--- src/rtl/prmt_pkg.sv ---
`timescale 1ns / 1ps
package prmt_pkg;
	typedef enum logic [1:0] {
		FUNC_INSERT = 2'd0,
		FUNC_RESPONSE = 2'd1,
		FUNC_TICK = 2'd2,
		FUNC_NONE = 2'd3
	} func_t;

	typedef enum logic [2:0] {
		KIND_MATCHED = 3'd0,
		KIND_DEFAULT = 3'd1,
		KIND_EXPIRED = 3'd2,
		KIND_INSERTED = 3'd3,
		KIND_FULL = 3'd4,
		KIND_DONE = 3'd5
	} kind_t;

	localparam logic [1:0] REG_TIMEOUT = 2'd0;
	localparam logic [1:0] REG_TOKEN_LEN = 2'd1;
	localparam logic [1:0] REG_DEFAULT = 2'd2;

	typedef struct packed {
		logic        valid;
		logic [15:0] msg_id;
		logic [63:0] token;
		logic [7:0]  handler;
		logic [31:0] stamp;
	} entry_t;

	// Broadcast from the controller to every cell.
	typedef struct packed {
		logic        clear_all;
		logic        load;
		logic        do_match;
		logic        do_expire;
		logic [15:0] msg_id;
		logic [63:0] token_mask;
		logic [63:0] token;
		logic        token_ok;
		logic [31:0] now;
		logic [31:0] timeout;
	} cell_ctl_t;

	function automatic logic [63:0] byte_mask(input logic [3:0] nbytes,
		input logic [3:0] max_bytes);
		logic [3:0] n;
		logic [63:0] m;
		n = (nbytes > max_bytes) ? max_bytes : nbytes;
		m = '0;
		for (int b = 0; b < 8; b++) begin
			if (4'(b) < n) m[b*8 +: 8] = 8'hFF;
		end
		return m;
	endfunction
endpackage

--- src/rtl/prmt_cell.sv ---
`timescale 1ns / 1ps
// One table slot. The chain shifts toward slot 0: a cell whose slot or any
// slot in front of it is removed takes its successor's entry.
module prmt_cell (
	input  logic              clk,
	input  logic              arst_n,
	input  prmt_pkg::cell_ctl_t ctl,
	input  logic              load_here,
	input  prmt_pkg::entry_t  new_entry,
	input  prmt_pkg::entry_t  next_entry,
	input  logic              kill_before,
	output logic              kill_here,
	output prmt_pkg::entry_t  entry
);
	import prmt_pkg::*;

	logic        valid_q;
	logic [15:0] msg_id_q;
	logic [63:0] token_q;
	logic [7:0]  handler_q;
	logic [31:0] stamp_q;
	logic hit;
	logic shift;

	always_comb begin
		hit = 1'b0;
		if (valid_q) begin
			if (ctl.do_match)
				hit = (msg_id_q == ctl.msg_id) && ctl.token_ok &&
					(((token_q ^ ctl.token) & ctl.token_mask) == '0);
			else if (ctl.do_expire)
				hit = (ctl.now - stamp_q) > ctl.timeout;
		end
	end

	// Only the first hit in the chain is removed per cycle.
	assign kill_here = hit && !kill_before;
	assign shift = kill_here || kill_before;

	always_ff @(posedge clk or negedge arst_n) begin
		if (!arst_n) begin
			valid_q <= 1'b0;
		end else if (ctl.clear_all) begin
			valid_q <= 1'b0;
		end else if (shift) begin
			valid_q <= next_entry.valid;
		end else if (load_here) begin
			valid_q <= 1'b1;
		end
	end

	always_ff @(posedge clk) begin
		if (shift) begin
			msg_id_q <= next_entry.msg_id;
			token_q <= next_entry.token;
			handler_q <= next_entry.handler;
			stamp_q <= next_entry.stamp;
		end else if (load_here) begin
			msg_id_q <= new_entry.msg_id;
			token_q <= new_entry.token;
			handler_q <= new_entry.handler;
			stamp_q <= new_entry.stamp;
		end
	end

	assign entry = {valid_q, msg_id_q, token_q, handler_q, stamp_q};
endmodule

--- config.mk ---
export PLATFORM = sky130hd
export DESIGN_NAME = prmt_cell
export DESIGN_NICKNAME = d
export VERILOG_FILES = /design/src/rtl/prmt_pkg.sv /design/src/rtl/prmt_cell.sv
export SDC_FILE = /design/constraint.sdc
export NUM_CORES = 1
export LEC_CHECK = 0
export CORE_AREA = 8 8 222 224
export DETAILED_ROUTE_END_ITERATION = 10
export DIE_AREA = 0 0 230 232
export DONT_BUFFER_PORTS = 1
export GPL_TIMING_DRIVEN = 1
export HOLD_SLACK_MARGIN = 0.08
export PLACE_DENSITY = 0.31
export SLEW_MARGIN = 20
export SYNTH_ARGS = -nofsm -noshare
export SYNTH_HDL_FRONTEND = slang
export SYNTH_SLANG_ARGS = --single-unit
--- constraint.sdc ---
create_clock -name clk -period 7.9 [get_ports clk]
set_clock_uncertainty 0.15 [all_clocks]
set_input_delay 1.185 -clock clk [delete_from_list [all_inputs] [get_ports clk]]
set_output_delay 1.185 -clock clk [all_outputs]
set_load 0.005 [all_outputs]
== After elaboration in Yosys (flattened, before gate mapping) ==
Index checks and enable logic that the tools add are counted.
Word-level totals
  output and inout port bits: 122
  register bits: 121
Operators by class
  add/subtract/negate cells: 1
  magnitude comparators: 1
  reduce and logical (&&, ||, !) cells: 8
  eq/ne operators: 1
  bitwise operators: 2
  multiplexer cells: 14
Operators with widths (number)
  $mux W64: 2
  $and A64 B64 Y64: 1
  $logic_not A64 Y1: 1
  $mux W32: 2
  $xor A64 B64 Y64: 1
  $gt A32 B32 Y1: 1
  $mux W16: 2
  $sub A32 B32 Y32: 1
  $eq A16 B16 Y1: 1
  $mux W8: 2
  $mux W1: 6
  $logic_and A1 B1 Y1: 3
  $reduce_bool A3 Y1: 1
  $reduce_bool A2 Y1: 1
  $logic_not A1 Y1: 1
  $logic_or A1 B1 Y1: 1

== Longest topological paths before layout ==
Gate-level depths: netlist of run 1.
  depth after elaboration: 10
  depth in mapped cells: 26

== Worst setup path after synthesis of run 1 ==
OpenSTA, ideal clock, no wires.
  path type: input to register
  start: in ctl[32] (netlist name)
  end: reg handler_q[0] (enable)
  library setup time: 0.485 ns
  data required time: 7.265 ns
  buffers on the path: 0
  cell stages on the path: 22
  slack: -0.113 ns
  arrival time: 7.377 ns
  cells stage by stage: inv_1 > ha_1 > inv_1 > fa_1 > a21o_1 > and4_1 > o31ai_1 > a2111oi_2 > o31ai_1 > a21boi_0 > o21ai_0 > nor4b_1 > nor3b_1 > ha_1 > nand3_1 > o22ai_1 > nor2_1 > o21ai_0 > a221oi_2 > o22a_1 > o21ai_1 > or3_1
On the way
  word-level cells in the longest chain between the ends: 8
RTL lines
  start, declared: line prmt_cell.sv:7  | input prmt_pkg::cell_ctl_t ctl,
  $sub A32 B32 Y32: line prmt_cell.sv:32  | hit = (ctl.now - stamp_q) > ctl.timeout;
  $gt A32 B32 Y1: line prmt_cell.sv:32
  $mux W1: line prmt_cell.sv:31  | else if (ctl.do_expire)
  $mux W1: line prmt_cell.sv:28  | if (ctl.do_match)
  $mux W1: line prmt_cell.sv:27  | if (valid_q) begin
  $logic_and A1 B1 Y1: line prmt_cell.sv:37  | assign kill_here = hit && !kill_before;
  $logic_or A1 B1 Y1: line prmt_cell.sv:38  | assign shift = kill_here || kill_before;
  $reduce_bool A2 Y1 (no line)
  end signal, assigned: line prmt_cell.sv:56  | handler_q <= next_entry.handler;
  end signal, assigned: line prmt_cell.sv:61  | handler_q <= new_entry.handler;
  end, declared: line prmt_cell.sv:20  | logic [7:0] handler_q;
No other way between the ends.
A chain may end at the register's enable or synchronous reset.

== Worst setup path after layout of run 1 ==
  start: in ctl[32] (netlist name)
  end: out kill_here
On the way
  word-level cells in the longest chain between the ends: 6
RTL lines
  $sub A32 B32 Y32: line prmt_cell.sv:32
  $gt A32 B32 Y1: line prmt_cell.sv:32
  $mux W1: line prmt_cell.sv:31
  $mux W1: line prmt_cell.sv:28
  $mux W1: line prmt_cell.sv:27
  $logic_and A1 B1 Y1: line prmt_cell.sv:37
  end, declared: line prmt_cell.sv:12  | output logic kill_here,
No other way between the ends.

==> impl_results.md, run 1 <==
- Reg2Reg Setup Slack: 1460 ps
- Htree depth: 4
- Placement Cell Area: 0.00975 mm2
- Initial core utilization: roughly 20%
- Top Ports: 581
- Sequential area share after synthesis: around 40%
- Crit path max fanout: 3
- Avg Inst Size Synth: about 12 um2
- GR Util All Layers: 13.8%
- Die Y: ~230 um
- Startpoint types: input pin
- GR Overflow Total: 0
- Worst-path clk slew: around 60 ps
- Fin Hold WS: 268 ps
- Worst-margin pin slew: 1060 ps
- Latest clock arrival within the worst-skew pair: about 460 ps
- Setup bufs post-CTS: 0
- Reg2Reg Depth: 23
- HPWL after detailed placement: 33.2 mm
- Unrepaired setup endpoints after global routing: false
- DR DRC count: 0
- Share of the synthesized area in the top cell type: approximately two fifths
- Initial DRT Pass Iterations: 6
- Mapped Cells: about 750
- Final setup viols: 0
- Most common cell in the synthesized netlist: edfxtp_1
- Tcrit/Tclk final: 91.4%
- Hold Violations, Final: 0
- CTS Hold Bufs: 0
- WL met2: between 20 and 25 mm
- Slew Limit Fails: 0
- CP arrival: 5890 ps
- Vias: 6063
- Initial antenna violation count: 8
- Async set-reset flop share out of synthesis: 0.826%
- Clk pwr share: 37.0%
- Fraction of layout cells with a size suffix above 1: 21.5%
- Critical path class: in -> out
- Syn Std Cell Area: ~0.0090 mm2
- Clock buffer depth: 2
- Max Fclk: 0.138 GHz
- Largest net degree at the start of global routing: 47
- HP Class: in -> async
- Max_cap viols: 0
- Avg WL per Cell: between 20 and 30 um
- Min Tclk post-route: approximately 7200 ps
- DR vias/cell: between 4 and 5
- Met1 WL: 13.6 mm
- Vias in the first global route: 6820
- PortBufs: 0
- Clock Tree Root: clkbuf_16
- Highest metal used: met5
- Required time of the critical path: 6570 ps
- Die area: 0.0534 mm2
- RD Place Congestion: ~0.81
- Die extent in x: 230 um
- Status: finished, final reports clean
- Rows: 79
- Final ANT Viol Nets: 0
- Power Density: 217 mW/mm2
- Core area: 0.0459 mm2
- Area Overhead vs Synth: 14.9%
- Comb power frac: 24.5%
- Post-route cell area: approximately 0.010 mm2
- Leading area contributor after synthesis: edfxtp_1
- Layout fillers: 4944
- Yosys warning count: 0
- Internal: 1.54 mW
- Iteration-0 DRC Markers: 329
- EDFF count, synth: 120
- Switch Pwr: 0.713 mW
- Resize count post-CTS: 0
- Post-Synthesis Net Count: 1275
- Reg power frac: 38.5%
- First-pass GRT wire length: 51.8 mm
- Top FF cell, synth: edfxtp_1
- Net count, final: 1290
- Register bit total from synthesis: 121
- Synth area leaders: edfxtp_1, mux2_4, ha_1, xor2_1, mux2_2
- Num CTS Buffers: 17
- Slew HR: 28.7%
- Routed length on met3: approximately 3.5 mm
- Leakage: 4.35 nW
- Switching fraction of total power: 31.7%
- CTS tree: done
- Peak VDD IR: between 0.1 and 0.15 mV
- Setup total negative slack: 0 ps
- Routed WL: 38.1 mm
- Critical Path Sink Type: output pin
- Most instantiated cells after synthesis: edfxtp_1, mux2_4, xor2_1
- Fin util: 22.6%
- Cell variety after synth: 57
- TritonCTS Sinks: between 100 and 150
-- through the flow --
step / power [mW] / cells / worst slack, ps
2_1_floorplan: 1.28 / 752 / 1140
3_3_place_gp: 1.45 / 1355 / 577
3_5_place_dp: 1.44 / 1355 / 537
4_1_cts: 2.30 / 1387 / 537
5_1_grt: 2.38 / 1389 / 102
6_report: 2.25 / 1390 / 680
-- flip-flops by register name, summed over array words and instances, names as in the netlist --
| register | count |
|---|---|
| handler_q | 8 |
| stamp_q | 32 |
| msg_id_q | 16 |
| valid_q | 1 |
| token_q | 64 |
-- kinds of logic (layout without fill, tap and decap cells) --
| kind of cell | Yosys count | after routing | synth area share, % |
|---|---|---|---|
| other | 0 | 3 | 0 |
| AND/OR/NAND/NOR | 115 | 115 | 6.61 |
| multiplexers | 121 | 121 | 18.8 |
| buffers and inverters | 92 | 120 | 5.13 |
| flip-flops | 121 | 121 | 40.2 |
| XOR/XNOR | 105 | 105 | 10.2 |
| AO/OA/AOI/OAI | 134 | 134 | 10.1 |
| adder cells (fa/ha/maj) | 64 | 64 | 8.96 |
-- path summary, 6_finish.rpt --
| path | endpoint | start |
|---|---|---|
| worst max-delay path | kill_here | ctl[32] |
| worst min-delay path | valid_q$_DFFE_PN0P_ | arst_n |
| worst max register to register | msg_id_q[15]$_DFFE_PP_ | stamp_q[0]$_DFFE_PP_ |
| worst min register to register | valid_q$_DFFE_PN0P_ | valid_q$_DFFE_PN0P_ |
| max in group asynchronous | valid_q$_DFFE_PN0P_ | arst_n |
| min in group clk | valid_q$_DFFE_PN0P_ | ctl[212] |
-- layer usage --
layer,up-vias,track usage [%]
met4,4,5.01
met5,-,0
li1,2807,-
met3,38,5.94
met1,2875,14.0
met2,339,25.0
-- layout by cell type (no fill, tap or decap), types with 7 or more instances in the layout --
| cell | count |
|---|---|
| mux2_2 | 31 |
| nand3_1 | 15 |
| a211oi_1 | 7 |
| a21oi_1 | 31 |
| nand2_1 | 26 |
| nor2_1 | 19 |
| clkbuf_16 | 17 |
| buf_4 | 7 |
| nor3_1 | 7 |
| nand4_1 | 13 |
| o21ai_0 | 13 |
| ha_1 | 63 |
| xor2_1 | 85 |
| mux2_4 | 89 |
| o21a_1 | 7 |
| inv_1 | 77 |
| a21o_1 | 17 |
| xnor2_1 | 20 |
| a22oi_1 | 30 |
| edfxtp_1 | 120 |
-- power by group through the flow --
stage	Clock [mW]	Combinational [mW]	Sequential, mW
6_report	0.832	0.551	0.867
5_1_grt	0.884	0.625	0.875
4_1_cts	0.865	0.565	0.871
3_5_place_dp	0	0.562	0.882
3_3_place_gp	0	0.562	0.887
2_1_floorplan	0	0.439	0.845
-- layout make-up --
class / instances / area [um2] / area share [%]
multi-input cells: 539 / 4940 / 47.7
flip-flops and latches: 121 / 3630 / 35.0
well taps: 607 / 759 / 7.33
clock buffers: 17 / 425 / 4.10
inverters: 77 / 289 / 2.79
clock inverters: 15 / 181 / 1.75
repair buffers: 11 / 133 / 1.28
diodes: 3 / 7.51 / 0.0724
-- critical path, stage by stage --
cell and delay (ps):
inv_1 50, ha_1 220, inv_1 70, fa_1 410, a21o_1 190, and4_1 220
o31ai_1 440, a2111oi_2 180, o31ai_1 340, a21boi_0 140, o21ai_0 310, nor4b_1 270
nor3b_1 100, ha_1 300, nand3_1 100, o22ai_1 170, nor2_1 60, o21ai_0 270
a221oi_2 120, o22a_1 230, o21ai_1 240, nor2b_1 280
No activity file was read; power rests on OpenSTA's default activity.
==> run 2: changes to the inputs <==
--- a/config.mk
+++ b/config.mk
@@ -5,13 +5,14 @@
 export SDC_FILE = /design/constraint.sdc
 export NUM_CORES = 1
 export LEC_CHECK = 0
-export CORE_AREA = 8 8 222 224
+export ABC_AREA = 1
+export CORE_AREA = 8 8 223 225
 export DETAILED_ROUTE_END_ITERATION = 10
-export DIE_AREA = 0 0 230 232
+export DIE_AREA = 0 0 231 233
 export DONT_BUFFER_PORTS = 1
 export GPL_TIMING_DRIVEN = 1
 export HOLD_SLACK_MARGIN = 0.08
-export PLACE_DENSITY = 0.31
+export PLACE_DENSITY = 0.32
 export SLEW_MARGIN = 20
 export SYNTH_ARGS = -nofsm -noshare
 export SYNTH_HDL_FRONTEND = slang
==> impl_results.md, run 2 <==
- Initial core utilization: 20.9%
- Placed cell count: 1960
- Tcrit/Tclk final: around three quarters
- Slew Limit Fails: 0
- GR Util All Layers: between 15 and 20%
- CTS Hold Bufs: 0
- Max_cap viols: 0
- Latest clock arrival within the worst-skew pair: 470 ps
- CTS tree: done
- Async set-reset flop share out of synthesis: less than 1%
- Mapped Cells: 1372
- GR Overflow Total: 0
- Peak VDD IR: 0.114 mV
- Core area: 0.0461 mm2
- Hold Violations, Final: 0
- Routed WL: 44.0 mm
- First-pass GRT wire length: 61.9 mm
- Synth area leaders: edfxtp_1, nand2_1, ha_1, inv_1, nand3_1
- Reg2Reg Depth: 24
- Most common cell after layout, fill and taps aside: nand2_1
- Syn Std Cell Area: 0.00961 mm2
- Iteration-0 DRC Markers: 362
- Crit path max fanout: 3
- Clock buffer depth: 2
- Layout Cells excl Fill: 1992
- Critical path class: in -> out
- HPWL after detailed placement: 37.9 mm
- Setup WS post-layout: 1920 ps
- Capturing point of the worst reg2reg path: stamp_q[11]$_DFFE_PP_
- Post-Synthesis Net Count: 1895
- Most instantiated cells after synthesis: nand2_1, inv_1, edfxtp_1
- Max Fclk: between 0.15 and 0.2 GHz
- CP endpoint: kill_here
- Largest stage delay, worst path: 400 ps
- Top Ports: 581
- Critical Path Sink Type: output pin
- Fraction of layout cells with a size suffix above 1: 2.96%
- Worst path slowest cell: fa_1
- Unrepaired setup endpoints after global routing: false
- EDFF count, synth: 120
- Register bit total from synthesis: about 120
- Resize count post-CTS: 0
- Num CTS Buffers: 17
- Die Y: approximately 230 um
- Top FF cell, synth: edfxtp_1
- Initial DRT Pass Iterations: 4
- Pre-CTS setup slack: approximately 1800 ps
- Overall power: about 2.2 mW
- Sequential area share after synthesis: 37.8%
- Leakage: 5.41 nW
- Rows: 79
- WP depth: 25
- Final ANT Viol Nets: 0
- Placement Cell Area: around 0.010 mm2
- Htree depth: 4
- Die area: around 0.054 mm2
- Most common cell in the synthesized netlist: nand2_1
- Worst setup path startpoint: ctl[32]
- DR vias/cell: 4.32
- Commonest non-fill, non-tap cells in the layout: nand2_1, inv_1, edfxtp_1
- Worst-path clk slew: ~60 ps
- Initial antenna violation count: 7
- Largest register FFs: 64
- HP Class: in -> async
- Cell variety after synth: 37
- RD Place Congestion: 0.864
- Status: finished, final reports clean
- PortBufs: 0
- TritonCTS Sinks: about 120
- CP dominant cell by count: nand2_1
- Final setup viols: 0
- Leading area contributor after synthesis: edfxtp_1
- CP arrival: 4650 ps
- Vias: 8611
- Buf/Inv on CP: 3
- Clock Tree Root: clkbuf_16
- Power Density: 210 mW/mm2
- Vias in the first global route: approximately 9000
- Worst-margin pin slew: about 860 ps
- Largest net degree at the start of global routing: 63
- Area Overhead vs Synth: 11.7%
- Post-route cell area: 0.0107 mm2
- Avg Inst Size Synth: 7.00 um2
- Share of the synthesized area in the top cell type: 37.5%
- Net count, final: 1895
- Yosys warning count: 0
- Setup total negative slack: 0 ps
- Startpoint types: input pin
- Largest regs: token_q x64, stamp_q x32, msg_id_q x16
- Largest Register: token_q
- Avg WL per Cell: 22.1 um
- Slew HR: between 40% and 50%
- Required time of the critical path: 6570 ps
- Die extent in x: 231 um
- Reg2Reg Setup Slack: about 2600 ps
- Setup bufs post-CTS: 0
- Min Tclk post-route: 5980 ps
- Top delay family on crit path: simple AND/OR/NAND/NOR gates
- Worst r2r src: stamp_q[2]$_DFFE_PP_
- DR DRC count: 0
[run 2: cell types whose count changed after synthesis, sizes merged, moves of 30 or more]
cell   previous run  this run
a22oi            30         0
nand3            15        73
xor2             85        27
nor2             19        71
mux2            120         0
nand2            26       628
inv              77       207
[run 2: worst min path at each step]
stage                              startpoint                   to  slack, ps
after global routing                   arst_n  valid_q$_DFFE_PN0P_        200
after global placement    valid_q$_DFFE_PN0P_  valid_q$_DFFE_PN0P_        500
after detailed placement  valid_q$_DFFE_PN0P_  valid_q$_DFFE_PN0P_        510
after floorplan           valid_q$_DFFE_PN0P_  valid_q$_DFFE_PN0P_        360
final                                  arst_n  valid_q$_DFFE_PN0P_        260
after CTS                              arst_n  valid_q$_DFFE_PN0P_        190
[run 2: power breakdown]
| part | total (mW) | switching (mW) | internal (mW) |
|---|---|---|---|
| clock network | 0.762 | 0.335 | 0.427 |
| logic | 0.599 | 0.381 | 0.217 |
| registers | 0.888 | 0.0899 | 0.798 |
[run 2: metrics by stage]
| step | hold WS [ps] | utilization, % |
|---|---|---|
| after floorplan | 359 | - |
| after global placement | 501 | 22.1 |
| after detailed placement | 512 | 22.1 |
| after CTS | 190 | 23.3 |
| after global routing | 204 | 23.3 |
| final | 256 | 23.3 |
[run 2: layout make-up]
type	count	area, um2
sequential	121	3630
antenna	1	2.50
fill	5227	35300
clock buffer	19	433
timing repair buffer	8	72.6
tap	607	759
inverter	207	779
multi-input combinational	1017	4950
clock inverter	12	101
[run 2: per-layer routing]
metal	vias up	share of wire [%]	global-route usage [%]
li1	4310	-	-
met1	3951	36	15.9
met2	307	54	29.9
met3	41	8.8	7.00
met4	2	1.6	4.22
met5	-	0.023	0
[run 2: kinds of logic (layout without fill, tap and decap cells)]
logic type | after synthesis | count (layout) | synth area share, %
DFF | 121 | 121 | 37.8
and+or+nand+nor | 813 | 813 | 33.8
xor gates and xnor gates | 36 | 36 | 3.28
buffers and inverters | 234 | 246 | 10.8
adders and majority gates | 64 | 64 | 8.41
other | 0 | 1 | 0
AOI/OAI and AO/OA | 104 | 104 | 6.01
==> run 3: changes to the inputs <==
--- a/config.mk
+++ b/config.mk
@@ -6,13 +6,13 @@
 export NUM_CORES = 1
 export LEC_CHECK = 0
 export ABC_AREA = 1
-export CORE_AREA = 8 8 223 225
+export CORE_AREA = 8 8 220 222
 export DETAILED_ROUTE_END_ITERATION = 10
-export DIE_AREA = 0 0 231 233
+export DIE_AREA = 0 0 228 230
 export DONT_BUFFER_PORTS = 1
 export GPL_TIMING_DRIVEN = 1
 export HOLD_SLACK_MARGIN = 0.08
-export PLACE_DENSITY = 0.32
+export PLACE_DENSITY = 0.34
 export SLEW_MARGIN = 20
 export SYNTH_ARGS = -nofsm -noshare
 export SYNTH_HDL_FRONTEND = slang
==> constraint.sdc (replaced) <==
create_clock -name clk -period 5.1 [get_ports clk]
set_clock_uncertainty 0.15 [all_clocks]
set_input_delay 0.765 -clock clk [delete_from_list [all_inputs] [get_ports clk]]
set_output_delay 0.765 -clock clk [all_outputs]
set_load 0.005 [all_outputs]
==> impl_results.md, run 3 (synthesis gave the netlist of run 2 again) <==
- Tcrit/Tclk final: approximately 94%
- PortBufs: 0
- Fin Hold WS: just over 300 ps
- Die Y: approximately 230 um
- Peak VDD IR: 0.190 mV
- Capturing point of the worst reg2reg path: msg_id_q[2]$_DFFE_PP_
- Layout fillers: ~5000
- HP Class: in -> reg
- HPWL after detailed placement: about 38 mm
- Min-delay src: load_here
- Num CTS Buffers: 17
- Clock Tree Root: clkbuf_16
- Die area: between 0.05 and 0.06 mm2
- Hold path cells: 2
- Reg2Reg Setup Slack: 730 ps
- Final ANT Viol Nets: 0
- Most common cell after layout, fill and taps aside: nand2_1
- Setup total negative slack: 0 ps
- GR Overflow Total: 0
- Slew HR: 72.5%
- Latest clock arrival within the worst-skew pair: 460 ps
- Post-route cell area: 0.0113 mm2
- Crit path max fanout: 3
- Worst-margin pin slew: a little over 400 ps
- Clock buffer depth: 2
- Routed WL: 43.0 mm
- Htree depth: 4
- Setup WS post-layout: 325 ps
- Placement Cell Area: 0.0105 mm2
- Top Ports: 581
- Net count, final: 1920
- Commonest non-fill, non-tap cells in the layout: nand2_1, inv_1, edfxtp_1
- Max_cap viols: 0
- Core area: ~0.045 mm2
- Leakage: 5.65 nW
- Required time of the critical path: 4180 ps
- Layout Cells excl Fill: 2013
- Startpoint types: flop
- Slew Limit Fails: 0
- Power Density: 326 mW/mm2
- Overall power: 3.68 mW
- Iteration-0 DRC Markers: 411
- Unrepaired setup endpoints after global routing: false
- Max Fclk: 0.209 GHz
- TritonCTS Sinks: 121
- Worst r2r src: stamp_q[2]$_DFFE_PP_
- RD Place Congestion: 0.862
- Min Tclk post-route: between 4000 and 5000 ps
- Hold Violations, Final: 0
- Final setup viols: 0
- Area Overhead vs Synth: 17.4%
- DR DRC count: 0
- Pre-CTS setup slack: 42.1 ps
- Status: finished, final reports clean
- Critical path class: reg -> out
- Initial antenna violation count: 4
- Die extent in x: 228 um
- GR Util All Layers: roughly 16%
- First-pass GRT wire length: ~61 mm
- Rows: 78
- Vias: between 8000 and 9000
- Initial DRT Pass Iterations: 5
- Largest Register: token_q
- Initial core utilization: about a fifth
- Avg WL per Cell: 21.3 um
- WHS Endpoint: valid_q$_DFFE_PN0P_
- Largest register FFs: 64
- Vias in the first global route: 9066
- Largest regs: token_q x64, stamp_q x32, msg_id_q x16
- CTS tree: done
- Worst-path clk slew: 60 ps
- Placed cell count: 1975
- Multi-input combinational cell area: 0.00507 mm2
- Largest net degree at the start of global routing: 48
- Critical Path Sink Type: output pin
- CP arrival: about 3900 ps
- Reg2Reg Depth: 24
- Fin util: 25.1%
- FF/Latch Area: ~0.0036 mm2
- Fraction of layout cells with a size suffix above 1: under 10%
- DR vias/cell: around 4.3
## run 3: cell count changes in the layout (fill, tap and decap cells not counted), sizes merged
| cell | previous run | this run |
|---|---|---|
| clkinvlp | 4 | 3 |
| dlygate4sd3 | 0 | 1 |
| inv | 209 | 212 |
| buf | 8 | 32 |
| bufinv | 1 | 3 |
| clkinv | 5 | 4 |
| clkbuf | 19 | 17 |
| diode | 1 | 3 |
## run 3: power breakdown
group,internal (mW),switching [mW]
logic,0.396,0.615
registers,1.24,0.144
clock network,0.775,0.511
## run 3: worst max path at each step
stage                                     from                      to  slack (ps)  depth (start not counted)
after detailed placement               ctl[34]   msg_id_q[2]$_DFFE_PP_          40                         22
after global routing      stamp_q[2]$_DFFE_PP_               kill_here           9                         21
after CTS                 stamp_q[0]$_DFFE_PP_               kill_here          10                         24
final                     stamp_q[0]$_DFFE_PP_               kill_here         320                         24
after floorplan                        ctl[32]  handler_q[0]$_DFFE_PP_           4                         27
after global placement                 ctl[34]   msg_id_q[2]$_DFFE_PP_          60                         24
## run 3: layout make-up
class                   instances  share of cell area, %
diodes                          3                 0.0666
clock buffers                  17                   3.77
clock inverters                15                   1.66
inverters                     207                   6.91
multi-input cells            1017                   45.0
flip-flops and latches        121                   32.2
well taps                     600                   6.66
repair buffers                 33                   3.77
## run 3: worst max-delay path, stage by stage (launching register included)
cell and delay [ps]:
edfxtp_1 390, ha_2 200, inv_2 50, fa_2 400, nand3_2 70, nand2_2 60
nand2_1 80, nand2_2 60, inv_2 70, o21bai_4 90, a21oi_4 180, o21ai_1 140
nand2_1 90, nand2_1 60, xor2_1 160, ha_1 310, nand4_1 140, nor3_2 160
and3_1 180, nand2_1 50, nand2_1 70, nand2_2 90, nand2_2 90, nand3_4 90
nor2_4 150
## run 3: repair_timing
item	4_1_cts	5_1_grt
gates resized for setup	2	20
gates cloned	0	0
buffers inserted	0	2
pin swaps	0	5
endpoints found under the setup margin	1	1
endpoints found under the hold margin	1	0
hold buffers	1	0
## run 3: layer usage
| metal | track usage [%] | vias up | part of all wire (%) |
|---|---|---|---|
| li1 | - | 4371 | - |
| met1 | 16.3 | 3965 | 37 |
| met2 | 29.1 | 333 | 53 |
| met3 | 5.17 | 43 | 7.2 |
| met4 | 7.02 | 2 | 2.6 |
| met5 | 0 | - | 0.030 |
